## src/hw/rtl/psg_pkg.sv

```systemverilog
// psg_pkg: shared types, command codes and arithmetic helpers for the
// tone/noise sound generator. No dependencies.
package psg_pkg;

    // Fixed widths of the generator's datapath
    localparam int PERIOD_W   = 10;
    localparam int ATTEN_W    = 4;
    localparam int AMP_W      = 5;
    localparam int SCALE_W    = 17;
    localparam int SCALE_FRAC = 16;
    localparam int SCALED_W   = PERIOD_W + SCALE_W - SCALE_FRAC;
    localparam int SHIFT_W    = 16;
    localparam int SAMPLE_W   = 7;
    localparam int DATA_W     = 6;

    localparam logic [SCALE_W-1:0] RATE_SCALE_RESET = 17'd12917;
    localparam logic [SHIFT_W-1:0] SHIFT_SEED       = 16'h8000;
    localparam logic [ATTEN_W-1:0] ATTEN_SILENT     = 4'd15;
    localparam logic [1:0]         NOISE_CHAN       = 2'd3;
    localparam logic [1:0]         RATE_FROM_TONE   = 2'd3;

    // Resolved command kinds, decided in the front end
    typedef enum logic [2:0] {
        CMD_NOP,
        CMD_TICK,
        CMD_TONE_VOL,
        CMD_TONE_LO,
        CMD_TONE_HI,
        CMD_NOISE_VOL,
        CMD_NOISE_CTRL
    } cmd_kind_t;

    typedef struct packed {
        cmd_kind_t         kind;
        logic [1:0]        chan;
        logic [DATA_W-1:0] data;
    } cmd_t;

    // Fixed noise periods for rate selects zero to two
    function automatic logic [PERIOD_W-1:0] noise_rate(input logic [1:0] sel);
        logic [PERIOD_W-1:0] r;
        case (sel)
            2'd0:    r = 10'd218;
            2'd1:    r = 10'd109;
            2'd2:    r = 10'd54;
            default: r = '0;
        endcase
        return r;
    endfunction

    // Period times Q1.16 factor, truncated
    function automatic logic [SCALED_W-1:0] scale_period(
        input logic [PERIOD_W-1:0] p,
        input logic [SCALE_W-1:0]  s
    );
        logic [PERIOD_W+SCALE_W-1:0] prod;
        prod = (PERIOD_W+SCALE_W)'(p) * (PERIOD_W+SCALE_W)'(s);
        return prod[PERIOD_W+SCALE_W-1:SCALE_FRAC];
    endfunction

    // Flip amplitude sign at the level set by attenuation
    function automatic logic signed [AMP_W-1:0] flip_amp(
        input logic signed [AMP_W-1:0] amp,
        input logic [ATTEN_W-1:0]      atten
    );
        logic signed [AMP_W-1:0] level;
        level = $signed(AMP_W'(ATTEN_SILENT - atten));
        return (amp > 0) ? -level : level;
    endfunction

endpackage

```

## src/hw/rtl/psg_front.sv

```systemverilog
// psg_front: accepts stream items, tracks the latched channel and register
// type, and resolves each item into a command. Depends on psg_pkg.
module psg_front #(
    parameter int NUM_TONES = 3
) (
    input  logic            aclk,
    input  logic            aresetn,
    input  logic            s_axis_tvalid,
    output logic            s_axis_tready,
    input  logic [7:0]      s_axis_tdata,   // [7:0] write_data
    input  logic            s_axis_tuser,   // [0] req_type
    output logic            push_valid,
    input  logic            push_ready,
    output psg_pkg::cmd_t   push_cmd
);

    logic [1:0] latched_chan_reg, latched_chan_next;
    logic       latched_vol_reg, latched_vol_next;
    logic       is_latch;
    logic       accept;

    assign push_valid    = s_axis_tvalid;
    assign s_axis_tready = push_ready;
    assign accept        = s_axis_tvalid && push_ready;
    assign is_latch      = s_axis_tdata[7];

    // Classify the byte against the current latch
    always_comb begin
        latched_chan_next = latched_chan_reg;
        latched_vol_next  = latched_vol_reg;
        push_cmd.data     = s_axis_tdata[5:0];
        if (is_latch) begin
            latched_chan_next = s_axis_tdata[6:5];
            latched_vol_next  = s_axis_tdata[4];
            push_cmd.data     = {2'b00, s_axis_tdata[3:0]};
        end
        push_cmd.chan = latched_chan_next;
        if (s_axis_tuser) begin
            push_cmd.kind = psg_pkg::CMD_TICK;
        end else if (latched_chan_next == psg_pkg::NOISE_CHAN) begin
            push_cmd.kind = latched_vol_next ? psg_pkg::CMD_NOISE_VOL
                                             : psg_pkg::CMD_NOISE_CTRL;
        end else if (int'(latched_chan_next) >= NUM_TONES) begin
            push_cmd.kind = psg_pkg::CMD_NOP;
        end else if (latched_vol_next) begin
            push_cmd.kind = psg_pkg::CMD_TONE_VOL;
        end else if (is_latch) begin
            push_cmd.kind = psg_pkg::CMD_TONE_LO;
        end else begin
            push_cmd.kind = psg_pkg::CMD_TONE_HI;
        end
    end

    // Update the latch on accepted writes
    always_ff @(posedge aclk) begin
        if (!aresetn) begin
            latched_chan_reg <= '0;
            latched_vol_reg  <= 1'b0;
        end else if (accept && !s_axis_tuser) begin
            latched_chan_reg <= latched_chan_next;
            latched_vol_reg  <= latched_vol_next;
        end
    end

endmodule

```

## src/hw/rtl/psg_cmd_fifo.sv

```systemverilog
// psg_cmd_fifo: two-entry command queue between front and back end.
// Depends on psg_pkg.
module psg_cmd_fifo (
    input  logic          aclk,
    input  logic          aresetn,
    input  logic          push_valid,
    output logic          push_ready,
    input  psg_pkg::cmd_t push_cmd,
    output logic          pop_valid,
    input  logic          pop_ready,
    output psg_pkg::cmd_t pop_cmd
);

    psg_pkg::cmd_t entry_reg [2];
    logic          wr_ptr_reg, rd_ptr_reg;
    logic [1:0]    count_reg, count_next;
    logic          do_push, do_pop;

    assign push_ready = (count_reg != 2'd2);
    assign pop_valid  = (count_reg != 2'd0);
    assign pop_cmd    = entry_reg[rd_ptr_reg];
    assign do_push    = push_valid && push_ready;
    assign do_pop     = pop_valid && pop_ready;

    always_comb begin
        count_next = count_reg;
        case ({do_push, do_pop})
            2'b10:   count_next = count_reg + 2'd1;
            2'b01:   count_next = count_reg - 2'd1;
            default: count_next = count_reg;
        endcase
    end

    // Advance pointers and count
    always_ff @(posedge aclk) begin
        if (!aresetn) begin
            wr_ptr_reg <= 1'b0;
            rd_ptr_reg <= 1'b0;
            count_reg  <= '0;
        end else begin
            if (do_push) wr_ptr_reg <= ~wr_ptr_reg;
            if (do_pop)  rd_ptr_reg <= ~rd_ptr_reg;
            count_reg <= count_next;
        end
    end

    // Store entries
    always_ff @(posedge aclk) begin
        if (do_push) begin
            entry_reg[wr_ptr_reg] <= push_cmd;
        end
    end

    a_count_bound: assert property (@(posedge aclk) disable iff (!aresetn)
        count_reg != 2'd3)
        else $error("command queue count out of range");

    a_pop_moves: assert property (@(posedge aclk) disable iff (!aresetn)
        (do_pop && !do_push) |=> (count_reg == $past(count_reg) - 2'd1))
        else $error("command queue count wrong after pop");

    a_push_moves: assert property (@(posedge aclk) disable iff (!aresetn)
        (do_push && !do_pop) |=> (count_reg == $past(count_reg) + 2'd1))
        else $error("command queue count wrong after push");

endmodule

```

## src/hw/rtl/psg_back.sv

```systemverilog
// psg_back: executes commands on tone and noise state, one per cycle unless a tick
// waits for a stalled output, and holds the sample output register. Depends on psg_pkg.
module psg_back #(
    parameter int NUM_TONES        = 3,
    parameter int NOISE_COUNT_BITS = 16
) (
    input  logic                             aclk,
    input  logic                             aresetn,
    input  logic [psg_pkg::SCALE_W-1:0]      rate_scale,
    input  logic                             pop_valid,
    output logic                             pop_ready,
    input  psg_pkg::cmd_t                    pop_cmd,
    output logic                             m_axis_tvalid,
    input  logic                             m_axis_tready,
    output logic [7:0]                       m_axis_tdata   // [6:0] sample
);

    localparam int PW = psg_pkg::PERIOD_W;
    localparam int AW = psg_pkg::AMP_W;
    localparam int TW = psg_pkg::ATTEN_W;
    localparam int SW = psg_pkg::SAMPLE_W;

    logic [PW-1:0]        tone_period_reg [NUM_TONES];
    logic [TW-1:0]        tone_atten_reg  [NUM_TONES];
    logic [PW-1:0]        tone_cnt_reg    [NUM_TONES];
    logic signed [AW-1:0] tone_amp_reg    [NUM_TONES];
    logic [PW-1:0]        tone_cnt_next   [NUM_TONES];
    logic signed [AW-1:0] tone_amp_next   [NUM_TONES];

    logic [TW-1:0]                 noise_atten_reg;
    logic [1:0]                    noise_sel_reg;
    logic                          noise_white_reg;
    logic [NOISE_COUNT_BITS-1:0]   noise_cnt_reg, noise_cnt_next;
    logic signed [AW-1:0]          noise_amp_reg, noise_amp_next;
    logic [psg_pkg::SHIFT_W-1:0]   noise_shift_reg, noise_shift_next;

    logic [PW-1:0]                 noise_period;
    logic [psg_pkg::SCALED_W-1:0]  noise_scaled;
    logic                          noise_fb;
    logic signed [SW-1:0]          sum;

    logic          m_valid_reg;
    logic [7:0]    m_data_reg;
    logic          out_free;
    logic          do_pop;
    logic          is_tick;

    assign out_free  = !m_valid_reg || m_axis_tready;
    assign is_tick   = (pop_cmd.kind == psg_pkg::CMD_TICK);
    assign pop_ready = !is_tick || out_free;
    assign do_pop    = pop_valid && pop_ready;

    assign m_axis_tvalid = m_valid_reg;
    assign m_axis_tdata  = m_data_reg;

    // Tone tick: reload with half the scaled period and flip, or count down
    for (genvar i = 0; i < NUM_TONES; i++) begin : g_tone
        logic [psg_pkg::SCALED_W-1:0] scaled;
        assign scaled = psg_pkg::scale_period(tone_period_reg[i], rate_scale);
        always_comb begin
            if (tone_cnt_reg[i] == '0) begin
                tone_cnt_next[i] = scaled[psg_pkg::SCALED_W-1:1];
                tone_amp_next[i] = psg_pkg::flip_amp(tone_amp_reg[i], tone_atten_reg[i]);
            end else begin
                tone_cnt_next[i] = tone_cnt_reg[i] - PW'(1);
                tone_amp_next[i] = tone_amp_reg[i];
            end
        end
    end

    // Noise tick: reload, shift and flip on a one at bit 0
    assign noise_period = (noise_sel_reg == psg_pkg::RATE_FROM_TONE)
                        ? tone_period_reg[NUM_TONES-1]
                        : psg_pkg::noise_rate(noise_sel_reg);
    assign noise_scaled = psg_pkg::scale_period(noise_period, rate_scale);
    assign noise_fb     = noise_white_reg ? (noise_shift_reg[0] ^ noise_shift_reg[3])
                                          : noise_shift_reg[0];

    always_comb begin
        noise_shift_next = noise_shift_reg;
        noise_amp_next   = noise_amp_reg;
        if (noise_cnt_reg == '0) begin
            noise_shift_next = {noise_fb, noise_shift_reg[psg_pkg::SHIFT_W-1:1]};
            noise_cnt_next   = NOISE_COUNT_BITS'(noise_scaled) - NOISE_COUNT_BITS'(1);
            if (noise_shift_next[0]) begin
                noise_amp_next = psg_pkg::flip_amp(noise_amp_reg, noise_atten_reg);
            end
        end else begin
            noise_cnt_next = noise_cnt_reg - NOISE_COUNT_BITS'(1);
        end
    end

    // Mix the updated amplitudes
    always_comb begin
        sum = SW'(noise_amp_next);
        for (int i = 0; i < NUM_TONES; i++) begin
            sum = sum + SW'(tone_amp_next[i]);
        end
    end

    // Execute one command
    always_ff @(posedge aclk) begin
        if (!aresetn) begin
            for (int i = 0; i < NUM_TONES; i++) begin
                tone_period_reg[i] <= '0;
                tone_atten_reg[i]  <= psg_pkg::ATTEN_SILENT;
                tone_cnt_reg[i]    <= '0;
                tone_amp_reg[i]    <= '0;
            end
            noise_atten_reg <= psg_pkg::ATTEN_SILENT;
            noise_sel_reg   <= '0;
            noise_white_reg <= 1'b0;
            noise_cnt_reg   <= '0;
            noise_amp_reg   <= '0;
            noise_shift_reg <= '0;
        end else if (do_pop) begin
            case (pop_cmd.kind)
                psg_pkg::CMD_TICK: begin
                    for (int i = 0; i < NUM_TONES; i++) begin
                        tone_cnt_reg[i] <= tone_cnt_next[i];
                        tone_amp_reg[i] <= tone_amp_next[i];
                    end
                    noise_cnt_reg   <= noise_cnt_next;
                    noise_amp_reg   <= noise_amp_next;
                    noise_shift_reg <= noise_shift_next;
                end
                psg_pkg::CMD_TONE_VOL: begin
                    for (int i = 0; i < NUM_TONES; i++) begin
                        if (pop_cmd.chan == 2'(i)) begin
                            tone_atten_reg[i] <= pop_cmd.data[TW-1:0];
                        end
                    end
                end
                psg_pkg::CMD_TONE_LO: begin
                    for (int i = 0; i < NUM_TONES; i++) begin
                        if (pop_cmd.chan == 2'(i)) begin
                            tone_period_reg[i][3:0] <= pop_cmd.data[3:0];
                        end
                    end
                end
                psg_pkg::CMD_TONE_HI: begin
                    for (int i = 0; i < NUM_TONES; i++) begin
                        if (pop_cmd.chan == 2'(i)) begin
                            tone_period_reg[i][PW-1:4] <= pop_cmd.data;
                        end
                    end
                end
                psg_pkg::CMD_NOISE_VOL: begin
                    noise_atten_reg <= pop_cmd.data[TW-1:0];
                end
                psg_pkg::CMD_NOISE_CTRL: begin
                    noise_cnt_reg   <= '0;
                    noise_white_reg <= pop_cmd.data[2];
                    noise_sel_reg   <= pop_cmd.data[1:0];
                    noise_shift_reg <= psg_pkg::SHIFT_SEED;
                end
                default: begin
                end
            endcase
        end
    end

    // Hold the output item until taken
    always_ff @(posedge aclk) begin
        if (!aresetn) begin
            m_valid_reg <= 1'b0;
        end else if (do_pop && is_tick) begin
            m_valid_reg <= 1'b1;
        end else if (m_axis_tready) begin
            m_valid_reg <= 1'b0;
        end
    end

    always_ff @(posedge aclk) begin
        if (do_pop && is_tick) begin
            m_data_reg <= {1'b0, sum};
        end
    end

    a_no_overwrite: assert property (@(posedge aclk) disable iff (!aresetn)
        (m_valid_reg && !m_axis_tready) |-> !(do_pop && is_tick))
        else $error("pending sample overwritten");

    a_tick_gives_item: assert property (@(posedge aclk) disable iff (!aresetn)
        (do_pop && is_tick) |=> m_valid_reg)
        else $error("tick produced no output item");

    a_noise_seed: assert property (@(posedge aclk) disable iff (!aresetn)
        (do_pop && pop_cmd.kind == psg_pkg::CMD_NOISE_CTRL)
        |=> (noise_shift_reg == psg_pkg::SHIFT_SEED && noise_cnt_reg == '0))
        else $error("noise control did not reseed");

    a_sample_range: assert property (@(posedge aclk) disable iff (!aresetn)
        m_valid_reg |-> ($signed(m_data_reg[SW-1:0]) >= -60
                      && $signed(m_data_reg[SW-1:0]) <= 60))
        else $error("sample out of range");

endmodule

```

## src/hw/rtl/psg_tone_noise_generator_top.sv

```systemverilog
// psg_tone_noise_generator_top: three tone channels and one noise channel,
// front end, command queue and back end. Depends on psg_pkg and submodules.
//
//  channel  | dir | tdata                | tuser
//  ---------+-----+----------------------+---------------
//  s_axis   | in  | [7:0] write_data     | [0] req_type
//  m_axis   | out | [6:0] sample, pad 0  | -
//  cfg_wr   | in  | [16:0] rate_scale    | -
//
// One item per cycle sustained while m_axis is not stalled; a tick's sample is
// first queued in the command queue, then registered in the back end's output
// register, and is valid on m_axis from there.
// Port writes produce no output item. Reset silences all channels, clears
// their other state and sets rate_scale to 12917. A stalled m_axis holds one
// sample; the two-entry queue then fills and s_axis_tready drops.
module psg_tone_noise_generator_top #(
    parameter int NUM_TONES        = 3,
    parameter int NOISE_COUNT_BITS = 16
) (
    input  logic                         aclk,
    input  logic                         aresetn,
    input  logic                         s_axis_tvalid,
    output logic                         s_axis_tready,
    input  logic [7:0]                   s_axis_tdata,   // [7:0] write_data
    input  logic                         s_axis_tuser,   // [0] req_type
    output logic                         m_axis_tvalid,
    input  logic                         m_axis_tready,
    output logic [7:0]                   m_axis_tdata,   // [6:0] sample, [7] zero
    input  logic                         cfg_wr_en,
    input  logic [psg_pkg::SCALE_W-1:0]  cfg_wr_data
);

    logic [psg_pkg::SCALE_W-1:0] rate_scale_reg;
    logic                        push_valid, push_ready;
    logic                        pop_valid, pop_ready;
    psg_pkg::cmd_t               push_cmd, pop_cmd;

    // Hold the rate scale factor
    always_ff @(posedge aclk) begin
        if (!aresetn) begin
            rate_scale_reg <= psg_pkg::RATE_SCALE_RESET;
        end else if (cfg_wr_en) begin
            rate_scale_reg <= cfg_wr_data;
        end
    end

    psg_front #(
        .NUM_TONES (NUM_TONES)
    ) u_front (
        .aclk          (aclk),
        .aresetn       (aresetn),
        .s_axis_tvalid (s_axis_tvalid),
        .s_axis_tready (s_axis_tready),
        .s_axis_tdata  (s_axis_tdata),
        .s_axis_tuser  (s_axis_tuser),
        .push_valid    (push_valid),
        .push_ready    (push_ready),
        .push_cmd      (push_cmd)
    );

    psg_cmd_fifo u_fifo (
        .aclk       (aclk),
        .aresetn    (aresetn),
        .push_valid (push_valid),
        .push_ready (push_ready),
        .push_cmd   (push_cmd),
        .pop_valid  (pop_valid),
        .pop_ready  (pop_ready),
        .pop_cmd    (pop_cmd)
    );

    psg_back #(
        .NUM_TONES        (NUM_TONES),
        .NOISE_COUNT_BITS (NOISE_COUNT_BITS)
    ) u_back (
        .aclk          (aclk),
        .aresetn       (aresetn),
        .rate_scale    (rate_scale_reg),
        .pop_valid     (pop_valid),
        .pop_ready     (pop_ready),
        .pop_cmd       (pop_cmd),
        .m_axis_tvalid (m_axis_tvalid),
        .m_axis_tready (m_axis_tready),
        .m_axis_tdata  (m_axis_tdata)
    );

endmodule
```

## config.mk

```make
export PLATFORM = sky130hd
export DESIGN_NAME = psg_tone_noise_generator_top
export DESIGN_NICKNAME = d
export VERILOG_FILES = /design/src/hw/rtl/psg_pkg.sv /design/src/hw/rtl/psg_front.sv /design/src/hw/rtl/psg_cmd_fifo.sv /design/src/hw/rtl/psg_back.sv /design/src/hw/rtl/psg_tone_noise_generator_top.sv
export SDC_FILE = /design/constraint.sdc
export NUM_CORES = 2
export LEC_CHECK = 0
export BUFFER_PORTS_ARGS = -buffer_cell sky130_fd_sc_hd__buf_2
export CAP_MARGIN = 10
export CORE_MARGIN = 2
export CORE_UTILIZATION = 30
export DETAILED_ROUTE_END_ITERATION = 7
export RECOVER_POWER = 25
export SYNTH_ARGS = -nofsm -noshare
export SYNTH_HDL_FRONTEND = slang
export SYNTH_HIERARCHICAL = 1
export SYNTH_SLANG_ARGS = --single-unit
```

## constraint.sdc

```tcl
create_clock -name aclk -period 14.1 [get_ports aclk]
set_clock_uncertainty 0.1 [all_clocks]
set_input_delay 0.705 -clock aclk [delete_from_list [all_inputs] [get_ports aclk]]
set_output_delay 0.705 -clock aclk [all_outputs]
set_load 0.03 [all_outputs]
```

==> flow_summary.json <==
{
  "whs_ns": 0.313,
  "synthFlopType": "edfxtp_1",
  "syn_area_um2": 28800,
  "outcome": "finished, violations left",
  "path_buf_inv": 6,
  "synth_seq_cells": 186,
  "core-area_um2": 95000,
  "path_max_fanout": 30,
  "core.rowCount": 113,
  "syn_nets": 3886,
  "power.leakage_nw": 14.3,
  "worstMarginPinSlew_ns": 3.02,
  "path_clk_slew_ns": 0.09,
  "nets": 3804,
  "grt-ovfl-total": 0,
  "synthCells": 3115,
  "violations": "max-capacitance violations, max-slew violations",
  "intPower_mw": 2.44,
  "postCtsResizedCells": 0,
  "firstDrtPassIters": 7,
  "p_sw_share_pct": 51.1,
  "p_per_area_nw_per_um2": 163,
  "slowest_stage": "ha_1",
  "ir_drop_mv": 0.188,
  "vias": 20600,
  "gp_routability_congestion": 0.802,
  "finalHoldViolations": 0,
  "synth_area_leaders": "fa_1 33%, edfxtp_1 12%, ha_1 11%, nand2_1 6.8%, inv_1 6.4%",
  "grt_start_max_net_pins": 50,
  "htreeDepth": 4,
  "synth_top_family_by_area": "adder cells",
  "grt_setup_unrepaired": "false",
  "r2r_slack_ns": 5.75,
  "clock_power_share_pct": 9.8,
  "grt_usage_pct": 14.3,
  "maxSlewViolCount": 68,
  "die_x_um": 314,
  "io_buffer_count": 39,
  "path_class": "reg2reg",
  "cp.required_ns": 14.41,
  "timing.rr.end": "u_back/noise_cnt_reg[15]",
  "cts_root_buffer": "clkbuf_16",
  "crit_cells": 27,
  "syn2layout_area_growth_pct": 6.42,
  "cap_violations": 2,
  "switchingPower_mw": 2.55,
  "yosys.area_share.adder_pct": 44.7,
  "arrival_ns": 8.66,
  "die_y_um": 314,
  "hold_depth": 1,
  "diodes": 0,
  "postCtsHoldBufs": 0,
  "clk_latency_ns": 0.49,
  "ant_nets": 0,
  "yosysSeqAreaShare_pct": 17.0,
  "hp-start": "s_axis_tdata[0]",
  "cts_tree": "built",
  "yosysUniqueCellTypes": 76,
  "synth_simple_gate_area_share_pct": 18.5,
  "wl_per_cell_um": 15.6,
  "end_kind": "register",
  "ioPinCount": 41,
  "r2r_cells": 27,
  "cts_max_path_buffers": 2,
  "setup_tns_ns": 0,
  "yosys.area.top_type": "fa_1",
  "fp.dieArea_um2": 98300,
  "drtIter0Drc": 1125,
  "worstHoldPathType": "in2reg",
  "cts_setup_buffers": 0,
  "setup_violations": 0,
  "synth-edff-count": 116,
  "worstSetupStartpointType": "register",
  "async_flop_share_pct": 0,
  "dpl.hpwl_um": 48900,
  "start_util_pct": 30.3,
  "yosys.area_share.xor_xnor_pct": 2.32,
  "cts_num_sinks": 186,
  "yosysTopAreaCellShare_pct": 33.4,
  "grt_pass1_wl_um": 112000,
  "max_freq_mhz": 120,
  "min_to": "u_fifo/entry_reg[0][0]",
  "synthMuxAreaShare_pct": 1.86,
  "synth-compound-area-share_pct": 6.64,
  "yosys_warnings": 6,
  "routed_wl_um": 67300,
  "slew_headroom_pct": -101,
  "r2r-start": "u_back/noise_sel_reg[0]",
  "slowest_delay_ns": 0.72,
  "period_share_pct": 59.2,
  "drcViolationCount": 0,
  "via_per_inst": 4.78,
  "grt_pass1_vias": 21100,
  "cts-buffers-inserted": 17,
  "pwr-share-seq_pct": 14.9,
  "final.min_clock_period_ns": 8.35,
  "syn_avg_cell_area_um2": 9.23,
  "power.share.combinational_pct": 75.3,
  "drive_above_1_share_pct": 3.94,
  "antenna_found_initial": 1,
  "critPathTopFamily": "adder cells"
}
cells in the final DEF, fill, tap and decap left out, types with 26 or more instances in the layout:
cell,synthesis,final
a211oi_1,27,27
a21oi_1,91,91
and2_1,272,271
and3_1,29,29
buf_2,4,26
buf_4,7,32
dfxtp_1,70,70
edfxtp_1,116,116
fa_1,479,479
ha_1,261,261
inv_1,493,493
mux2i_1,29,29
nand2_1,519,518
nand3_1,31,31
nor2_1,93,93
nor2b_1,33,33
nor3_1,37,37
o21ai_0,49,49
xnor2_1,43,43
xor2_1,33,33
worst max path at each step:
stage                                  from                  endpoint  slack, ns
floorplan           u_back/noise_sel_reg[0]  u_back/noise_cnt_reg[15]       6.59
global placement    u_back/noise_sel_reg[0]  u_back/noise_cnt_reg[15]       5.96
detailed placement  u_back/noise_sel_reg[0]  u_back/noise_cnt_reg[15]       5.81
CTS                 u_back/noise_sel_reg[0]  u_back/noise_cnt_reg[15]       5.77
global route        u_back/noise_sel_reg[0]  u_back/noise_cnt_reg[15]       5.26
finish              u_back/noise_sel_reg[0]  u_back/noise_cnt_reg[15]       5.75
synth_stat cells, types with 31 or more instances:
cell type / count
xor2_1: 33
ha_1: 261
a21oi_1: 91
xnor2_1: 43
dfxtp_1: 70
clkbuf_1: 152
edfxtp_1: 116
fa_1: 479
nand2_1: 519
inv_1: 493
o21ai_0: 49
nor2_1: 93
nor3_1: 37
nor2b_1: 33
nand3_1: 31
and2_1: 272
power groups by stage:
| stage | Clock (mW) | Combinational, mW | Sequential [mW] |
|---|---|---|---|
| finish | 0.489 | 3.76 | 0.743 |
| global route | 0.522 | 4.37 | 0.754 |
| CTS | 0.503 | 3.79 | 0.742 |
| detailed placement | 0 | 3.75 | 0.753 |
| global placement | 0 | 3.70 | 0.751 |
| floorplan | 0 | 2.95 | 0.711 |
metrics by stage:
step	area (um^2)	total power, mW	std cells	setup slack (ns)	util (%)
detailed placement	30100	4.50	4279	5.81	31.6
global placement	30100	4.45	4279	5.96	31.6
finish	30600	5.00	4311	5.75	32.2
global route	30600	5.65	4311	5.26	32.2
CTS	30600	5.04	4311	5.77	32.2
floorplan	28800	3.66	3115	6.59	-
area by class of cell:
class                   instances  area [um^2]
repair buffers                 72          423
fillers                      9931        64400
clock inverters                12          105
well taps                    1265         1580
multi-input cells            2262        21300
inverters                     494         1850
clock buffers                  20          458
flip-flops and latches        186         4880
layer usage:
layer	share of wire (%)	vias to the layer above	global-route usage, %
li1	-	9637	-
met1	47	10400	20.1
met2	46	484	23.0
met3	5.0	74	2.04
met4	2.0	0	3.73
met5	0	-	0
logic make-up after synthesis:
kind of cell	after synthesis
AND/OR/NAND/NOR	1103
adder cells (fa/ha/maj)	740
AO/OA/AOI/OAI	292
other	1
flip-flops	186
XOR/XNOR	76
multiplexers	50
buffers and inverters	667
(Power assumes the default switching activity.)
